## src/hw/rtl/fpfa_pkg.sv

```systemverilog
// ----------------------------------------------------------------------------
// Fixed-partition fit allocator package
// Command codes, fit policy codes, register indexes and field widths.
// ----------------------------------------------------------------------------
package fpfa_pkg;

    localparam int CMD_W   = 2;
    localparam int BIDX_W  = 5;
    localparam int SIZE_W  = 16;
    localparam int GIDX_W  = 5;
    localparam int POL_W   = 2;
    localparam int COUNT_W = 6;
    localparam int CFG_IDX_W  = 1;
    localparam int CFG_DATA_W = 6;
    localparam int S_TDATA_W  = 24;
    localparam int M_TDATA_W  = 8;

    typedef logic [CMD_W-1:0]  cmd_t;
    typedef logic [POL_W-1:0]  policy_t;
    typedef logic [SIZE_W-1:0] size_t;

    localparam cmd_t CMD_LOAD  = 2'd0;
    localparam cmd_t CMD_ALLOC = 2'd1;
    localparam cmd_t CMD_CLEAR = 2'd2;

    localparam policy_t POLICY_FIRST = 2'd0;
    localparam policy_t POLICY_BEST  = 2'd1;
    localparam policy_t POLICY_WORST = 2'd2;

    localparam logic [CFG_IDX_W-1:0] REG_FIT_POLICY  = 1'd0;
    localparam logic [CFG_IDX_W-1:0] REG_BLOCK_COUNT = 1'd1;

endpackage

```

## src/hw/rtl/fpfa_ram.sv

```systemverilog
// ----------------------------------------------------------------------------
// Generic single-port-write, single-port-read RAM
// One write and one registered read per cycle.
// ----------------------------------------------------------------------------
module fpfa_ram #(
    parameter int WIDTH = 16,
    parameter int DEPTH = 32
) (
    input  logic                                    clk,
    input  logic                                    wr_en,
    input  logic [((DEPTH > 1) ? $clog2(DEPTH) : 1)-1:0] wr_addr,
    input  logic [WIDTH-1:0]                        wr_data,
    input  logic                                    rd_en,
    input  logic [((DEPTH > 1) ? $clog2(DEPTH) : 1)-1:0] rd_addr,
    output logic [WIDTH-1:0]                        rd_data
);

    logic [WIDTH-1:0] mem [DEPTH];
    logic [WIDTH-1:0] rd_data_reg;

    always_ff @(posedge clk)
    begin
        if (wr_en)
        begin
            mem[wr_addr] <= wr_data;
        end
        if (rd_en)
        begin
            rd_data_reg <= mem[rd_addr];
        end
    end

    assign rd_data = rd_data_reg;

endmodule

```

## src/hw/rtl/fixed_partition_fit_allocator.sv

```systemverilog
// ----------------------------------------------------------------------------
// Fixed-partition fit allocator
// Grants free partitions from a loaded size table by first, best or worst fit.
// ----------------------------------------------------------------------------
// A request scans entries 0 to min(block_count, NUM_BLOCKS) - 1, one entry per
// cycle, then passes through ST_FINISH to its result; an empty range reads no entry.
// Loads and clears are taken back to back and produce no result.
// A new item is taken only in ST_IDLE, after a request has left ST_FINISH, and a
// request waits in ST_FINISH while an earlier result is still held by m_tready.
// Reset clears the used flags, the registers and the output; sizes are kept.
module fixed_partition_fit_allocator #(
    parameter int NUM_BLOCKS = 32
) (
    input  logic                              clk,
    input  logic                              rst_n,
    // Configuration writes.
    input  logic                              cfg_valid,
    output logic                              cfg_ready,
    input  logic [fpfa_pkg::CFG_IDX_W-1:0]    cfg_index,
    input  logic [fpfa_pkg::CFG_DATA_W-1:0]   cfg_data,
    // Input items.
    input  logic                              s_tvalid,
    output logic                              s_tready,
    input  logic [fpfa_pkg::S_TDATA_W-1:0]    s_tdata,  // block_index[4:0], size_value[20:5]
    input  logic [fpfa_pkg::CMD_W-1:0]        s_tuser,  // command[1:0]
    // Results.
    output logic                              m_tvalid,
    input  logic                              m_tready,
    output logic [fpfa_pkg::M_TDATA_W-1:0]    m_tdata,  // granted_index[4:0]
    output logic                              m_tuser   // granted[0]
);

    localparam int IDX_W = (NUM_BLOCKS > 1) ? $clog2(NUM_BLOCKS) : 1;
    localparam int CNT_W = $clog2(NUM_BLOCKS + 1);

    localparam logic [1:0] ST_IDLE   = 2'd0;
    localparam logic [1:0] ST_SCAN   = 2'd1;
    localparam logic [1:0] ST_FINISH = 2'd2;

    logic [1:0]                      state_reg, state_next;
    fpfa_pkg::policy_t               fit_policy_reg, fit_policy_next;
    logic [fpfa_pkg::COUNT_W-1:0]    block_count_reg, block_count_next;
    logic [NUM_BLOCKS-1:0]           in_use_reg, in_use_next;
    logic [CNT_W-1:0]                raddr_reg, raddr_next;
    logic                            rvalid_reg, rvalid_next;
    logic                            found_reg, found_next;
    logic                            out_valid_reg, out_valid_next;

    fpfa_pkg::size_t                 req_size_reg, req_size_next;
    logic [CNT_W-1:0]                lim_reg, lim_next;
    logic [IDX_W-1:0]                ridx_reg, ridx_next;
    logic                            rused_reg, rused_next;
    logic [IDX_W-1:0]                pick_reg, pick_next;
    fpfa_pkg::size_t                 pick_size_reg, pick_size_next;
    logic                            out_granted_reg, out_granted_next;
    logic [fpfa_pkg::GIDX_W-1:0]     out_index_reg, out_index_next;

    fpfa_pkg::cmd_t                  in_cmd;
    logic [fpfa_pkg::BIDX_W-1:0]     in_bidx;
    fpfa_pkg::size_t                 in_size;
    logic                            in_xfer;
    logic                            idx_ok;
    logic [IDX_W-1:0]                load_addr;
    logic                            ram_wr_en;
    logic                            ram_rd_en;
    fpfa_pkg::size_t                 ram_rd_data;
    logic                            fits;
    logic                            take;

    assign in_cmd    = s_tuser;
    assign in_bidx   = s_tdata[fpfa_pkg::BIDX_W-1:0];
    assign in_size   = s_tdata[fpfa_pkg::BIDX_W +: fpfa_pkg::SIZE_W];
    assign s_tready  = (state_reg == ST_IDLE);
    assign in_xfer   = s_tvalid && s_tready;
    assign idx_ok    = (32'(in_bidx) < NUM_BLOCKS);
    assign load_addr = IDX_W'(in_bidx);
    assign ram_wr_en = in_xfer && (in_cmd == fpfa_pkg::CMD_LOAD) && idx_ok;
    assign ram_rd_en = (state_reg == ST_SCAN) && (raddr_reg < lim_reg);
    assign cfg_ready = 1'b1;

    fpfa_ram #(
        .WIDTH (fpfa_pkg::SIZE_W),
        .DEPTH (NUM_BLOCKS)
    ) u_size_ram (
        .clk     (clk),
        .wr_en   (ram_wr_en),
        .wr_addr (load_addr),
        .wr_data (in_size),
        .rd_en   (ram_rd_en),
        .rd_addr (raddr_reg[IDX_W-1:0]),
        .rd_data (ram_rd_data)
    );

    assign fits = rvalid_reg && !rused_reg && (ram_rd_data >= req_size_reg);

    always_comb
    begin
        unique case (fit_policy_reg)
            fpfa_pkg::POLICY_BEST:
            begin
                take = fits && (!found_reg || (ram_rd_data < pick_size_reg));
            end
            fpfa_pkg::POLICY_WORST:
            begin
                take = fits && (!found_reg || (ram_rd_data > pick_size_reg));
            end
            default:
            begin
                take = fits && !found_reg;
            end
        endcase
    end

    always_comb
    begin
        state_next       = state_reg;
        fit_policy_next  = fit_policy_reg;
        block_count_next = block_count_reg;
        in_use_next      = in_use_reg;
        raddr_next       = raddr_reg;
        rvalid_next      = 1'b0;
        found_next       = found_reg;
        out_valid_next   = out_valid_reg && !m_tready;
        req_size_next    = req_size_reg;
        lim_next         = lim_reg;
        ridx_next        = ridx_reg;
        rused_next       = rused_reg;
        pick_next        = pick_reg;
        pick_size_next   = pick_size_reg;
        out_granted_next = out_granted_reg;
        out_index_next   = out_index_reg;

        if (cfg_valid && cfg_ready)
        begin
            unique case (cfg_index)
                fpfa_pkg::REG_FIT_POLICY:
                begin
                    fit_policy_next = cfg_data[fpfa_pkg::POL_W-1:0];
                end
                fpfa_pkg::REG_BLOCK_COUNT:
                begin
                    block_count_next = cfg_data[fpfa_pkg::COUNT_W-1:0];
                end
                default:
                begin
                end
            endcase
        end

        unique case (state_reg)
            ST_IDLE:
            begin
                if (in_xfer)
                begin
                    unique case (in_cmd)
                        fpfa_pkg::CMD_LOAD:
                        begin
                            if (idx_ok)
                            begin
                                in_use_next[load_addr] = 1'b0;
                            end
                        end
                        fpfa_pkg::CMD_ALLOC:
                        begin
                            req_size_next = in_size;
                            lim_next      = (32'(block_count_reg) > NUM_BLOCKS)
                                            ? CNT_W'(NUM_BLOCKS)
                                            : CNT_W'(block_count_reg);
                            raddr_next    = '0;
                            found_next    = 1'b0;
                            pick_next     = '0;
                            state_next    = ST_SCAN;
                        end
                        fpfa_pkg::CMD_CLEAR:
                        begin
                            in_use_next = '0;
                        end
                        default:
                        begin
                        end
                    endcase
                end
            end
            ST_SCAN:
            begin
                if (ram_rd_en)
                begin
                    rvalid_next = 1'b1;
                    ridx_next   = raddr_reg[IDX_W-1:0];
                    rused_next  = in_use_reg[raddr_reg[IDX_W-1:0]];
                    raddr_next  = raddr_reg + 1'b1;
                end
                if (take)
                begin
                    found_next     = 1'b1;
                    pick_next      = ridx_reg;
                    pick_size_next = ram_rd_data;
                end
                if (!ram_rd_en && !rvalid_reg)
                begin
                    state_next = ST_FINISH;
                end
            end
            ST_FINISH:
            begin
                if (!out_valid_reg || m_tready)
                begin
                    out_valid_next   = 1'b1;
                    out_granted_next = found_reg;
                    out_index_next   = found_reg ? fpfa_pkg::GIDX_W'(pick_reg) : '0;
                    if (found_reg)
                    begin
                        in_use_next[pick_reg] = 1'b1;
                    end
                    state_next = ST_IDLE;
                end
            end
            default:
            begin
                state_next = ST_IDLE;
            end
        endcase
    end

    always_ff @(posedge clk or negedge rst_n)
    begin
        if (!rst_n)
        begin
            state_reg       <= ST_IDLE;
            fit_policy_reg  <= fpfa_pkg::POLICY_FIRST;
            block_count_reg <= '0;
            in_use_reg      <= '0;
            raddr_reg       <= '0;
            rvalid_reg      <= 1'b0;
            found_reg       <= 1'b0;
            out_valid_reg   <= 1'b0;
        end
        else
        begin
            state_reg       <= state_next;
            fit_policy_reg  <= fit_policy_next;
            block_count_reg <= block_count_next;
            in_use_reg      <= in_use_next;
            raddr_reg       <= raddr_next;
            rvalid_reg      <= rvalid_next;
            found_reg       <= found_next;
            out_valid_reg   <= out_valid_next;
        end
    end

    always_ff @(posedge clk)
    begin
        req_size_reg    <= req_size_next;
        lim_reg         <= lim_next;
        ridx_reg        <= ridx_next;
        rused_reg       <= rused_next;
        pick_reg        <= pick_next;
        pick_size_reg   <= pick_size_next;
        out_granted_reg <= out_granted_next;
        out_index_reg   <= out_index_next;
    end

    assign m_tvalid = out_valid_reg;
    assign m_tuser  = out_granted_reg;
    assign m_tdata  = {{(fpfa_pkg::M_TDATA_W - fpfa_pkg::GIDX_W){1'b0}}, out_index_reg};

endmodule
```

## config.mk

```make
export PLATFORM = sky130hd
export DESIGN_NAME = fixed_partition_fit_allocator
export DESIGN_NICKNAME = d
export VERILOG_FILES = /design/src/hw/rtl/fpfa_pkg.sv /design/src/hw/rtl/fpfa_ram.sv /design/src/hw/rtl/fixed_partition_fit_allocator.sv
export SDC_FILE = /design/constraint.sdc
export NUM_CORES = 1
export LEC_CHECK = 0
export ABC_AREA = 1
export BUFFER_PORTS_ARGS = -buffer_cell sky130_fd_sc_hd__buf_2
export CORE_MARGIN = 2
export CORE_UTILIZATION = 47
export CTS_CLUSTER_DIAMETER = 100
export CTS_CLUSTER_SIZE = 25
export DETAILED_ROUTE_END_ITERATION = 16
export GPL_TIMING_DRIVEN = 0
export PLACE_DENSITY = 0.62
export SETUP_SLACK_MARGIN = 0.1
export SLEW_MARGIN = 20
export SYNTH_ARGS = -nofsm -noshare
export SYNTH_HDL_FRONTEND = slang
export SYNTH_SLANG_ARGS = --single-unit
```

## constraint.sdc

```tcl
create_clock -name clk -period 2.6 [get_ports clk]
set_clock_uncertainty 0.1 [all_clocks]
set_input_delay 0.52 -clock clk [delete_from_list [all_inputs] [get_ports clk]]
set_output_delay 0.52 -clock clk [all_outputs]
set_load 0.02 [all_outputs]
```

* Yosys cells after proc, flatten, opt, wreduce, memory -nomap -nowiden
Memory sizes are Yosys's and may differ from the RTL's. A register that Yosys moved wholly into a read port is not among the register bits. Index checks and enable logic that the tools add are counted.
Operators by class: reduce and logical (&&, ||, !) cells 35, shift operators 0, bitwise logic cells 4, multipliers 0, mux-type cells 35, $add $sub $neg 1, $lt $le $gt $ge 10, equality and inequality tests 14, divide/modulo/power cells 0
Operator list (number):
- 32-bit case mux with 2 select lines | 2
- 32-bit two-way mux | 3
- 32-bit bitwise AND | 1
- 32-bit inverter | 1
- 32-bit OR | 1
- 5-bit by 6-bit < comparator with 1-bit output, second input constant | 3
- 6-bit two-way mux | 3
- 16-bit >= comparator | 1
- 16-bit > comparator | 1
- 16-bit < comparator | 1
- 5-bit two-way mux | 3
- 1-bit logical AND | 12
- 1-bit two-way mux | 12
- 6-bit case mux with 2 select lines | 1
- 4-bit AND reduction | 3
- 1-bit demux with 5-bit select | 2
- 5-bit by 1-bit >= comparator with 1-bit output, second input constant | 2
- 5-bit case mux with 2 select lines | 1
- 2-bit AND reduction | 5
- 2-bit two-way mux | 4
- 2-bit inequality test, second input constant | 4
- 6-bit by 1-bit adder with 6-bit output, second input constant | 1
- 2-bit by 1-bit == test with 1-bit output, second input constant | 3
- 2-bit == test, second input constant | 3
- other kinds (14) | 26
Storage, ports and cells: memories 1, logic and storage cells 116, bits in latches 0, RAM bits 512, output and inout bits 12, input port bits 38, memory bits (read-only) 0, register bits 106
Memory list:
- u_size_ram.mem | words 32, width 16, rd ports 1, clocked after memory_dff 1, wr ports 1, RTL line fpfa_ram.sv:18 | logic [WIDTH-1:0] mem [DEPTH];

* Depth between registers and ports, before layout
word-level depth 9, depth in mapped cells 16, depth with buffers taken out 16

* By module
From an unflattened synthesis, not the netlist that was laid out.
Unflattened totals: cells, all modules 2427, area total of the unflattened synthesis 27154.8 um^2
Modules (own cells, without submodules):
- fpfa_ram | area an instance 21461.8 um^2, instances 1, sequential area each 15855.2 um^2, cells an instance 1794
- fixed_partition_fit_allocator | area an instance 5693.0 um^2, instances 1, sequential area each 2927.8 um^2, cells an instance 633

* Worst setup path after synthesis
No wires, ideal clock.
path kind register -> register, start point register state_reg[1], end point memory u_size_ram.mem[26][0] (enable), buffers on the path 1, arrival 2551 ps, cell stages (with the launch flop) 7, path slack -460 ps, setup time 409 ps, data required time 2091 ps, period minus slack after synthesis 3060 ps, cells stage by stage dfrtp_1 > nor2_1 > inv_1 > nor3_1 > nand2_1 > clkbuf_1 > nor3_1
On the way: cells in the longest elaborated chain, start to end 5
RTL lines:
- from (decl) | RTL line fixed_partition_fit_allocator.sv:40 | logic [1:0] state_reg, state_next;
- from (signal assigned) | RTL line fixed_partition_fit_allocator.sv:240 | state_reg <= state_next;
- 2-bit zero test | RTL line fixed_partition_fit_allocator.sv:73 | assign s_tready = (state_reg == ST_IDLE);
- net s_tready | RTL line fixed_partition_fit_allocator.sv:23 | output logic s_tready,
- 1-bit logical AND | RTL line fixed_partition_fit_allocator.sv:74 | assign in_xfer = s_tvalid && s_tready;
- 1-bit logical AND | RTL line fixed_partition_fit_allocator.sv:77 | assign ram_wr_en = in_xfer && (in_cmd == fpfa_pkg::CMD_LOAD) && idx_ok;
- 1-bit two-way mux | RTL line fpfa_ram.sv:23 | if (wr_en)
- 1-bit two-way mux (implied by the code) | RTL line fpfa_ram.sv:25 | mem[wr_addr] <= wr_data;
- to (decl) | RTL line fpfa_ram.sv:18
The timed path passes the listed nets, and every way through them passes these cells.

* Final worst setup path
start point register raddr_reg[0], end point register u_size_ram.rd_data_reg[11] (netlist: u_size_ram.rd_data[11]), read port of u_size_ram.mem (data pin)
On the way: cells in the longest elaborated chain, start to end 2
RTL lines:
- from (decl) | RTL line fixed_partition_fit_allocator.sv:44 | logic [CNT_W-1:0] raddr_reg, raddr_next;
- from (signal assigned) | RTL line fixed_partition_fit_allocator.sv:244 | raddr_reg <= raddr_next;
- 6-bit < comparator | RTL line fixed_partition_fit_allocator.sv:78 | assign ram_rd_en = (state_reg == ST_SCAN) && (raddr_reg < lim_reg);
- 1-bit logical AND | RTL line fixed_partition_fit_allocator.sv:78
- to (decl) | RTL line fpfa_ram.sv:19 | logic [WIDTH-1:0] rd_data_reg;
Parallel ways exist; a longest one is shown, timed or not. A chain may end at the register's enable or synchronous reset.

==> results.cfg <==
[logic_synthesis]
ys_seq_area_frac = 0.715
ys_warn_count = 0
synth_area_leader_cell = edfxtp_1
netlist_top_cells_count = 583 x edfxtp_1, 384 x nor2_1, 319 x o21ai_0
async_reset_ff_frac = 0.0804
synthTopCellsByArea = edfxtp_1 67%, o21ai_0 6.1%, nor2_1 5.5%, dfrtp_1 4.9%, nand2_1 2.2%
syn_inst = 2154
synth.most_common_cell = edfxtp_1
synth.top_cell.area_share = 0.666
ys.flop_type = edfxtp_1
synth_seq_cells = 634
synth_edf_count = 583
netlist_area_sq_um = 26300
syn_area_per_cell_sq_um = 12.2
synth.distinct_cells = 36

[worst_setup_path]
path_common_cell = buf_6
reg2reg_depth = 10
worstReg2RegStart = raddr_reg[0]
arrival_ns = 2.94
r2r-end = u_size_ram.rd_data[11]
cp-end-kind = register
cp_cell_sequence = inv_6 > buf_8 > buf_6 > buf_6 > nor2_1 > o21ai_2 > o211ai_1 > nand4_1 > nand2_2 > inv_2
crit_type = register to register
start_kind = register
cpMaxStageDelayCell = o211ai_1
max_stage_delay_ns = 0.53
reg2reg_slack_ns = -0.06
required_ns = 2.88
worst-path-max-fanout = 10

[clock_network]
cts_buffers = 29
root_buffer = clkbuf_16
cts_max_path_buffers = 3
cts_tree = yes
cts.clk_slew.worst_paths_ns = 0.10
h-tree-depth = 1
numClockSinks = 634
clk-insertion-delay-late_ns = 0.61

[timing]
slew_headroom = 0.366
min_period_ns = 2.66
setup_slack_ns = -0.0610
finalSetupViolations = 4
worst_pin_slew_ns = 0.947
maxSlewViolCount = 0
rsz0062_at_grt = yes
finalCritPeriodShare = 1.02
fmax_mhz = 376
hold_violations = 0
tns_ns = -0.133

[final_layout]
fin_nets = 2377
largest_reg_flops = 512
antenna_cells = 0
stdcell_count = 3070
layout-drive-gt1-share = 0.149
syn_to_final_growth_pct = 14.0

[floorplanning]
pin_count = 50
start_util = 0.476
core_area_sq_um = 55200
die_area_sq_um = 57800
die_h_um = 240
die_w_um = 240
rows = 86

[outcome]
status = finished with violations
violations = setup timing

[drt]
via_per_inst = 5.97
routedWlPerCell_um = 26.2
drt_iter0_drc = 2669
dr.pass1.iters = 5
vias = 18300
ant_nets = 0
routed_wl_um = 80300
drcViolationCount = 0

[power]
switchingPower_mw = 12.0
p_seq_frac = 0.409
intPower_mw = 17.6
switching_share = 0.406
p_clk_frac = 0.180
leakagePower_nw = 10.6
p_per_area_nw_per_um2 = 990
comb_power_share = 0.411
vdd_ir_drop_max_uv = 556

[placed_design]
hpwl_um = 52900
routabilityCongestion = 0.973
preCtsSetupSlack_ns = -0.864
dp_cells = 2962
portBuffers = 42

[hold_path]
worstHoldStart = cfg_data[5]
holdPathEnd = block_count_reg[5]
hold_class = input pin to register
holdPathStages = 2

[global_route]
grt_pass1_vias = 17300
overflow = 0
antenna_found_initial = 3
grt_usage = 0.279
grt_pass1_wl_um = 116000
grt_max_degree = 52

[job]
cap_violations = 0
==> per-layer routing <==
layer	track usage	vias up	share of wire
li1	-	8058	-
met1	0.390	9064	0.40
met2	0.429	1049	0.45
met3	0.0513	167	0.10
met4	0.123	4	0.049
met5	0	-	0.00029
==> cell usage in the layout (no fill, tap or decap), drive strengths merged <==
master	instances
or2	1
nand3	63
conb	4
inv	125
a21oi	37
a21boi	1
dfrtp	51
ha	39
clkinvlp	3
nor2	385
clkinv	3
nand2	152
o211ai	61
dlygate4sd3	1
xnor2	1
edfxtp	583
o21a	1
nor3	32
o21ai	361
nor4	1
o221ai	8
a21o	1
buf	178
o22ai	72
mux2	1
a31oi	16
xor2	3
nand4	24
clkbuf	114
==> layout make-up <==
cell class / count / area (sq um)
repair buffers: 113 / 1100
well taps: 748 / 936
clock inverters: 2 / 16.3
flip-flops and latches: 634 / 18800
clock buffers: 51 / 830
multi-input cells: 1264 / 6930
fillers: 4501 / 25200
inverters: 129 / 502
plain buffers: 129 / 883
==> how the worst max path moves through the flow <==
stage                                  end  cells after the start    startpoint
detailed placement  u_size_ram.mem[10][11]                      5    s_tdata[1]
global placement     u_size_ram.mem[30][8]                      5    s_tdata[1]
finish              u_size_ram.rd_data[11]                     10  raddr_reg[0]
CTS                  u_size_ram.rd_data[8]                     11  raddr_reg[0]
floorplan             u_size_ram.mem[0][0]                      6  state_reg[1]
global route         u_size_ram.rd_data[8]                     11  raddr_reg[0]
==> cells by family (layout without fill, tap and decap cells) <==
kind of cell	Yosys count	in the layout	synth area share
compound gates	558	558	0.118
xor+xnor	4	4	0.00133
fa+ha+maj	39	39	0.0186
buf+inv	258	424	0.0457
flops	634	634	0.715
mux	1	1	0.000428
other cells	2	4	0.000286
simple gates	658	658	0.101
==> timing repair <==
action	CTS	global route
endpoints found under the setup margin	545	431
buffers inserted	48	6
pin swaps	52	37
hold buffers	1	0
resized for setup	101	92
hold endpoints to repair	51	0
gates cloned	0	0
==> through the flow <==
step	utilization	hold slack [ns]	area [sq um]	power (mW)
global placement	0.501	0.330	27700	23.1
detailed placement	0.507	0.338	28000	23.3
finish	0.543	0.0362	30000	29.7
global route	0.543	0.0350	30000	30.9
floorplan	-	0.124	26500	18.7
CTS	0.538	0.0159	29700	29.1
==> worst max-delay path: cells and delay by family, from the launching register on <==
family                 cells  cell delay (ns)
AO/OA/AOI/OAI              2             0.63
buffers and inverters      5             0.59
AND/OR/NAND/NOR            3             0.56
flip-flops                 1             0.52
==> power by group through the flow <==
stage	combinational, mW	clock (mW)	sequential, mW
after global placement	10.8	0	12.4
final	12.2	5.35	12.1
after floorplan	6.51	0	12.2
after detailed placement	11.0	0	12.4
after global routing	13.1	5.67	12.2
after CTS	11.6	5.38	12.1
Note: power is estimated with default switching activity, not from simulation.
